## src/sv/chd_pkg.sv

```systemverilog
// Shared types, codes and character constants for the chunked body decoder.
// No dependencies; imported by chd_step and http_chunked_decoder_core.
package chd_pkg;

  localparam int LengthBitsDefault = 32;

  // characters
  localparam logic [7:0] CH_CR    = 8'h0D;
  localparam logic [7:0] CH_LF    = 8'h0A;
  localparam logic [7:0] CH_SEMI  = 8'h3B;
  localparam logic [7:0] CH_SPACE = 8'h20;
  localparam logic [7:0] CH_ZERO  = 8'd48;

  // phases
  localparam logic [1:0] PH_HEAD  = 2'd0;
  localparam logic [1:0] PH_DATA  = 2'd1;
  localparam logic [1:0] PH_TRAIL = 2'd2;
  localparam logic [1:0] PH_DONE  = 2'd3;

  // substeps inside header and trailer lines
  localparam logic [2:0] SS_NONE  = 3'd0;
  localparam logic [2:0] SS_CR    = 3'd1;
  localparam logic [2:0] SS_LF    = 3'd2;
  localparam logic [2:0] SS_FIRST = 3'd3;
  localparam logic [2:0] SS_LEN   = 3'd4;
  localparam logic [2:0] SS_EXT   = 3'd5;
  localparam logic [2:0] SS_EOL   = 3'd6;
  // trailer reuses codes: text line, line CR seen, empty line CR seen
  localparam logic [2:0] TS_START = 3'd1;
  localparam logic [2:0] TS_TEXT  = 3'd2;
  localparam logic [2:0] TS_LF    = 3'd3;
  localparam logic [2:0] TS_END   = 3'd5;

  // result kinds
  localparam logic [2:0] K_FRAME = 3'd0;
  localparam logic [2:0] K_DATA  = 3'd1;
  localparam logic [2:0] K_END   = 3'd2;
  localparam logic [2:0] K_ERR   = 3'd3;
  localparam logic [2:0] K_IGN   = 3'd4;

  // error codes
  localparam logic [2:0] E_NONE  = 3'd0;
  localparam logic [2:0] E_CR    = 3'd1;
  localparam logic [2:0] E_LF    = 3'd2;
  localparam logic [2:0] E_FIRST = 3'd3;
  localparam logic [2:0] E_LEN   = 3'd4;
  localparam logic [2:0] E_OVF   = 3'd5;

  typedef struct packed {
    logic [2:0] kind;
    logic [7:0] data;
    logic [2:0] error_code;
  } chd_result_t;

  typedef struct packed {
    logic       ok;
    logic [3:0] value;
  } chd_hex_t;

  function automatic chd_hex_t hex_decode(input logic [7:0] b);
    chd_hex_t h;
    h.ok    = 1'b1;
    h.value = 4'd0;
    if (b >= CH_ZERO && b <= CH_ZERO + 8'd9) begin
      h.value = 4'(b - CH_ZERO);
    end else if (b >= 8'h61 && b <= 8'h66) begin
      h.value = 4'(b - 8'h61 + 8'd10);
    end else if (b >= 8'h41 && b <= 8'h46) begin
      h.value = 4'(b - 8'h41 + 8'd10);
    end else begin
      h.ok = 1'b0;
    end
    return h;
  endfunction

endpackage

```

## src/sv/chd_step.sv

```systemverilog
// Next-state and result logic for one body byte of the chunked decoder.
// Purely combinational; uses chd_pkg for codes and the hex decoder.
module chd_step
  import chd_pkg::*;
#(
  parameter int LENGTH_BITS = LengthBitsDefault
) (
  input  logic [7:0]             byte_i,
  input  logic [1:0]             phase_i,
  input  logic [2:0]             substep_i,
  input  logic [LENGTH_BITS-1:0] bytes_left_i,
  input  logic [2:0]             sticky_i,
  output logic [1:0]             phase_o,
  output logic [2:0]             substep_o,
  output logic [LENGTH_BITS-1:0] bytes_left_o,
  output logic [2:0]             sticky_o,
  output chd_result_t            result_o
);

  chd_hex_t               hex;
  logic [LENGTH_BITS-1:0] dec;
  logic [2:0]             kind;
  logic [2:0]             fail_code;

  assign hex = hex_decode(byte_i);
  assign dec = (bytes_left_i != '0) ? bytes_left_i - LENGTH_BITS'(1) : bytes_left_i;

  always_comb begin
    phase_o      = phase_i;
    substep_o    = substep_i;
    bytes_left_o = bytes_left_i;
    sticky_o     = sticky_i;
    kind         = K_FRAME;
    fail_code    = E_NONE;
    result_o     = '0;

    if (sticky_i != E_NONE) begin
      kind = K_ERR;
    end else begin
      unique case (phase_i)
        PH_HEAD: begin
          case (substep_i)
            SS_CR: begin
              if (byte_i != CH_CR) fail_code = E_CR;
              else                 substep_o = SS_LF;
            end
            SS_LF: begin
              if (byte_i != CH_LF) fail_code = E_LF;
              else                 substep_o = SS_FIRST;
            end
            SS_FIRST: begin
              if (hex.ok) begin
                bytes_left_o = LENGTH_BITS'(hex.value);
                substep_o    = SS_LEN;
              end else if (byte_i != CH_SPACE) begin
                fail_code = E_FIRST;
              end
            end
            SS_LEN: begin
              if (hex.ok) begin
                // refuse a digit that would push bits off the top
                if (bytes_left_i[LENGTH_BITS-1 -: 4] != 4'd0) begin
                  fail_code = E_OVF;
                end else begin
                  bytes_left_o = {bytes_left_i[LENGTH_BITS-5:0], hex.value};
                end
              end else if (byte_i == CH_SEMI) begin
                substep_o = SS_EXT;
              end else if (byte_i == CH_CR) begin
                substep_o = SS_EOL;
              end else if (byte_i != CH_SPACE) begin
                fail_code = E_LEN;
              end
            end
            SS_EXT: begin
              if (byte_i == CH_CR) substep_o = SS_EOL;
            end
            SS_EOL: begin
              if (byte_i != CH_LF) begin
                fail_code = E_LF;
              end else if (bytes_left_i != '0) begin
                phase_o = PH_DATA;
              end else begin
                phase_o   = PH_TRAIL;
                substep_o = SS_CR;
              end
            end
            default: substep_o = SS_CR;
          endcase
        end
        PH_DATA: begin
          kind         = K_DATA;
          result_o.data = byte_i;
          bytes_left_o = dec;
          if (dec == '0) begin
            phase_o   = PH_HEAD;
            substep_o = SS_CR;
          end
        end
        PH_TRAIL: begin
          case (substep_i)
            TS_START: substep_o = (byte_i == CH_CR) ? TS_END : TS_TEXT;
            TS_TEXT: begin
              if (byte_i == CH_CR) substep_o = TS_LF;
            end
            TS_LF: begin
              if (byte_i != CH_LF) fail_code = E_LF;
              else                 substep_o = TS_START;
            end
            TS_END: begin
              if (byte_i != CH_LF) begin
                fail_code = E_LF;
              end else begin
                phase_o   = PH_DONE;
                substep_o = SS_NONE;
                kind      = K_END;
              end
            end
            default: substep_o = TS_START;
          endcase
        end
        default: kind = K_IGN;
      endcase

      if (fail_code != E_NONE) begin
        // failing byte changes nothing but the sticky code
        phase_o      = phase_i;
        substep_o    = substep_i;
        bytes_left_o = bytes_left_i;
        sticky_o     = fail_code;
        kind         = K_ERR;
      end
    end

    result_o.kind       = kind;
    result_o.error_code = (kind == K_ERR) ? sticky_o : E_NONE;
  end

endmodule

```

## src/sv/http_chunked_decoder_core.sv

```systemverilog
// Chunked transfer body decoder: one raw byte in, one classified word out per byte.
// Top level; instantiates chd_step and uses chd_pkg.
//
// Each accepted byte yields exactly one output word: the byte is held in the input
// register, stepped and written to the output register; a stalled output word holds
// the next byte in the input register. A new byte is taken every clock as long as
// out_stall is low. The throughput is one byte per cycle, bounded by the single step
// stage that updates the decoder state between the input register and the output
// register. The length counter is LENGTH_BITS wide; a size line with more significant
// digits than fit is reported as an overflow error. Errors are sticky until reset.
module http_chunked_decoder_core
  import chd_pkg::*;
#(
  parameter int LENGTH_BITS = LengthBitsDefault
) (
  input  logic       clk,
  input  logic       rst_n,
  input  logic       in_valid,
  output logic       in_stall,
  input  logic [7:0] in_byte,
  output logic       out_valid,
  input  logic       out_stall,
  output logic [2:0] out_kind,
  output logic [7:0] out_byte,
  output logic [2:0] out_error_code
);

  logic                   s1_valid_r;
  logic [7:0]             s1_byte_r;
  logic                   out_valid_r;
  chd_result_t            out_r;

  logic [1:0]             phase_r,      phase_nxt;
  logic [2:0]             substep_r,    substep_nxt;
  logic [LENGTH_BITS-1:0] bytes_left_r, bytes_left_nxt;
  logic [2:0]             sticky_r,     sticky_nxt;
  chd_result_t            result;

  logic                   advance;
  logic                   take;

  assign advance  = s1_valid_r && (!out_valid_r || !out_stall);
  assign take     = in_valid && !in_stall;
  assign in_stall = s1_valid_r && !advance;

  chd_step #(
    .LENGTH_BITS(LENGTH_BITS)
  ) u_step (
    .byte_i       (s1_byte_r),
    .phase_i      (phase_r),
    .substep_i    (substep_r),
    .bytes_left_i (bytes_left_r),
    .sticky_i     (sticky_r),
    .phase_o      (phase_nxt),
    .substep_o    (substep_nxt),
    .bytes_left_o (bytes_left_nxt),
    .sticky_o     (sticky_nxt),
    .result_o     (result)
  );

  always_ff @(posedge clk) begin
    if (!rst_n) begin
      s1_valid_r   <= 1'b0;
      out_valid_r  <= 1'b0;
      phase_r      <= PH_HEAD;
      substep_r    <= SS_FIRST;
      bytes_left_r <= '0;
      sticky_r     <= E_NONE;
    end else begin
      if (take) begin
        s1_valid_r <= 1'b1;
      end else if (advance) begin
        s1_valid_r <= 1'b0;
      end
      if (advance) begin
        out_valid_r  <= 1'b1;
        phase_r      <= phase_nxt;
        substep_r    <= substep_nxt;
        bytes_left_r <= bytes_left_nxt;
        sticky_r     <= sticky_nxt;
      end else if (!out_stall) begin
        out_valid_r <= 1'b0;
      end
    end
  end

  // payload registers
  always_ff @(posedge clk) begin
    if (take) s1_byte_r <= in_byte;
    if (advance) out_r <= result;
  end

  assign out_valid      = out_valid_r;
  assign out_kind       = out_r.kind;
  assign out_byte       = out_r.data;
  assign out_error_code = out_r.error_code;

endmodule
```

## config.mk

```make
export PLATFORM = sky130hd
export DESIGN_NAME = http_chunked_decoder_core
export DESIGN_NICKNAME = d
export VERILOG_FILES = /design/src/sv/chd_pkg.sv /design/src/sv/chd_step.sv /design/src/sv/http_chunked_decoder_core.sv
export SDC_FILE = /design/constraint.sdc
export NUM_CORES = 1
export LEC_CHECK = 0
export ABC_AREA = 1
export BUFFER_PORTS_ARGS = -buffer_cell sky130_fd_sc_hd__buf_2
export CAP_MARGIN = 30
export CORE_ASPECT_RATIO = 1.4
export CORE_MARGIN = 4
export CORE_UTILIZATION = 60
export CTS_CLUSTER_SIZE = 40
export DETAILED_ROUTE_END_ITERATION = 7
export PLACE_DENSITY = 0.86
export RECOVER_POWER = 100
export SYNTH_ARGS = -nofsm -noshare
export SYNTH_HDL_FRONTEND = slang
export SYNTH_HIERARCHICAL = 1
export SYNTH_SLANG_ARGS = --single-unit
```

## constraint.sdc

```tcl
create_clock -name clk -period 2.7 [get_ports clk]
set_clock_uncertainty 0.05 [all_clocks]
set_input_delay 0.54 -clock clk [delete_from_list [all_inputs] [get_ports clk]]
set_output_delay 0.54 -clock clk [all_outputs]
set_load 0.1 [all_outputs]
```

==> results.py <==
metrics = {
    "outcome": {
        "outcome": "finished, violations left",
        "violations": "negative setup slack",
    },
    "synthesis": {
        "synth_cell_types": 42,
        "postSynthRegisterBits": 64,
        "async_flop_share_pct": 0,
        "yosys.area_share.adder_pct": 1.28,
        "synth_compound_gate_area_share_pct": 15.5,
        "synth_top_area_share_pct": 17.0,
        "synth-edff-count": 22,
        "ys_warn_count": 6,
        "synth_top_family_by_area": "simple AND/OR/NAND/NOR gates",
        "syn_avg_cell_area_um2": 5.85,
        "ys_seq_area_share_pct": 25.6,
        "synth_xor_area_share_pct": 1.05,
        "syn_nets": 1019,
        "synth_area_leaders": "nand2_1 (17%), dfxtp_1 (14%), edfxtp_1 (11%)",
        "synth_ff_type": "dfxtp_1",
        "yosys.area.top_type": "nand2_1",
        "synth_common_cells": "nand2_1 (266), nor2_1 (141), inv_1 (120)",
        "muxShareOfSynthArea_pct": 0,
        "yosys.area_share.simple_pct": 44.3,
        "netlist_area_mm2": 0.00586,
        "synthCells": 1001,
        "synth_most_common_cell": "nand2_1",
    },
    "setup_path": {
        "crit_type": "flip-flop to flip-flop",
        "path_cells": "inv_2 > buf_4 > ha_1 > nand4_1 > nand3_1 > nand3_1 > nand2_2 > nor2_4 > nor2_4 > nand3_4 > nor2_4 > clkbuf_16 > nand2_1 > nand2_1 > inv_1 > nand3_1 > nand2_1 > nor2_1",
        "cp_max_fo": 8,
        "max_stage_delay_ps": 420,
        "startpoint": "s1_byte_r[0]$_DFFE_PP_",
        "worstSetupStartpointType": "flip-flop",
        "cp.arrival_ps": 2960,
        "cp_slowest_cell": "edfxtp_1",
        "end_kind": "flip-flop",
        "cp.required_ps": 2930,
        "timing.rr.start": "s1_byte_r[0]$_DFFE_PP_",
    },
    "die": {
        "die_y_um": 125,
        "io_pins": 28,
        "fp.dieArea_mm2": 0.0114,
        "initial_utilization_pct": 61.6,
        "die_w_um": 91.5,
        "placementRows": 42,
        "core-area_mm2": 0.00951,
    },
    "timing": {
        "worst_slew_pin_slew_ps": 1190,
        "relSlewSlack_pct": 20.9,
        "period_share_pct": 101,
        "finalHoldViolCount": 0,
        "fmax_ghz": 0.366,
        "setup_violations": 6,
        "slew_violations": 0,
        "fin_ws_ps": -32.3,
        "rsz0062_at_grt": "true",
        "post-route-min-period_ps": 2730,
    },
    "worst_hold_path": {
        "hp-start": "in_byte[4]",
        "hp-class": "input port to flip-flop",
    },
    "place": {
        "dp_cells": 1202,
        "dp_hpwl_mm": 14.8,
        "routabilityCongestion": 1.05,
        "io_buffers": 27,
    },
    "grt": {
        "grt_pass1_vias": 6762,
        "grtUsageTotal_pct": 36.0,
        "antenna_found_initial": 0,
        "grt_max_degree": 80,
        "grt_pass1_wl_mm": 33.0,
        "grt_overflow": 0,
    },
    "clocking": {
        "insertion_delay_ps": 340,
        "cts.htree.levels": 3,
        "clockBufferDepth": 2,
        "numCtsBuffers": 9,
        "path_clk_slew_ps": 60,
        "clk_root_buffer_cell": "clkbuf_16",
        "cts_sinks": 64,
        "cts_tree": "done",
        "hold_buffers": 0,
    },
    "routing": {
        "wirelength_mm": 21.3,
        "wire_per_inst_um": 17.4,
        "drt_iter0_drc": 949,
        "final_antenna_net_count": 0,
        "num_vias": 7312,
        "drt-vias-per-instance": 5.97,
        "drc": 0,
        "first_pass_iters": 7,
    },
    "cells_and_area": {
        "syn_to_final_growth_pct": 22.7,
        "fin_cells": 1224,
        "finalNetCount": 1105,
        "diodes": 0,
        "drive_gt1_share_pct": 17.7,
    },
    "pwr": {
        "ir_drop_uv": 388,
        "power_mw": 4.32,
        "leakage_nw": 3.34,
        "p_per_area_mw_per_mm2": 601,
    },
    "flow_run": {
        "cap_viol_max_count": 0,
    },
}
## cells by family (layout without fill, tap and decap cells)
family | Yosys count | after routing
AND/OR/NAND/NOR | 590 | 590
buffers and inverters | 168 | 259
AO/OA/AOI/OAI | 166 | 166
flip-flops | 64 | 64
XOR/XNOR | 7 | 7
adder cells (fa/ha/maj) | 6 | 6
## metal layers
layer,track usage [%],routed length [um]
met2,61.6,9960
met3,5.05,1820
met5,0,0
met4,27.9,1980
met1,39.5,7540
## worst max-delay path: cells and delay by family, from the launching register on
| kind | cells | cell delay [ps] |
|---|---|---|
| flip-flops | 1 | 420 |
| AND/OR/NAND/NOR | 13 | 1560 |
| buffers and inverters | 4 | 450 |
| adder cells (fa/ha/maj) | 1 | 180 |
## where the power goes
group	total, mW	internal [mW]	switching, mW
logic	1.80	0.611	1.19
clock network	1.40	0.904	0.492
registers	1.13	1.07	0.0593
total	4.32	2.58	1.74
## path summary, 6_finish.rpt
check / slack (ps) / end / cells after the start
min reg2reg: 480 / sticky_r[1]$_SDFFE_PN0P_ / 2
max: -30 / bytes_left_r[1]$_SDFFE_PN0P_ / 18
max reg2reg: -30 / bytes_left_r[1]$_SDFFE_PN0P_ / 18
min: 320 / s1_byte_r[4]$_DFFE_PP_ / 1
## flip-flops by register name (all words and copies together), names as in the netlist
| signal | flops |
|---|---|
| bytes_left_r | 32 |
| out_byte | 8 |
| out_error_code | 3 |
| out_kind | 3 |
| out_valid | 1 |
| phase_r | 2 |
| s1_byte_r | 8 |
| s1_valid_r | 1 |
| sticky_r | 3 |
| substep_r | 3 |
## cells in the final DEF, fill, tap and decap left out, types with 2 or more instances in the layout
master,n
a21oi_1,55
a21oi_2,3
a31oi_1,2
buf_12,6
buf_2,11
buf_4,83
bufinv_16,3
clkbuf_1,18
clkbuf_16,10
clkinv_1,2
dfxtp_1,41
edfxtp_1,22
ha_1,3
ha_2,2
inv_1,116
inv_2,5
inv_4,2
nand2_1,257
nand2_2,17
nand2_4,5
nand3_1,109
nand3_2,3
nand4_1,18
nor2_1,127
nor2_2,13
nor2_4,11
nor2_8,3
nor3_1,21
o21ai_0,52
o21ai_1,17
o21ai_2,7
o21bai_1,4
o22ai_1,13
o311ai_0,2
o31ai_1,5
xor2_1,7
## final cells by class
type / count / area, um^2
well taps: 132 / 165
fillers: 803 / 2320
clock buffers: 9 / 225
inverters: 124 / 470
clock inverters: 7 / 119
repair buffers: 119 / 891
flip-flops and latches: 64 / 1500
multi-input cells: 769 / 3810
## through the flow
step                instance area (um^2)  worst slack, ps  utilization [%]  hold WS [ps]  TNS (ps)
finish                              7190            -32.3             75.6           321     -74.6
detailed placement                  6640            -50.9             69.8           466     -76.9
CTS                                 6990             5.39             73.5           319         0
global route                        7190             -231             75.6           321     -4780
global placement                    6640             33.6             69.8           463         0
floorplan                           5860              257                -           424         0
## repair_timing
item | CTS | global route
gates cloned | 0 | 1
setup endpoints to repair | 10 | 37
gates resized for setup | 4 | 67
buffers inserted | 0 | 5
pin swaps | 0 | 17
(Power assumes the default switching activity.)
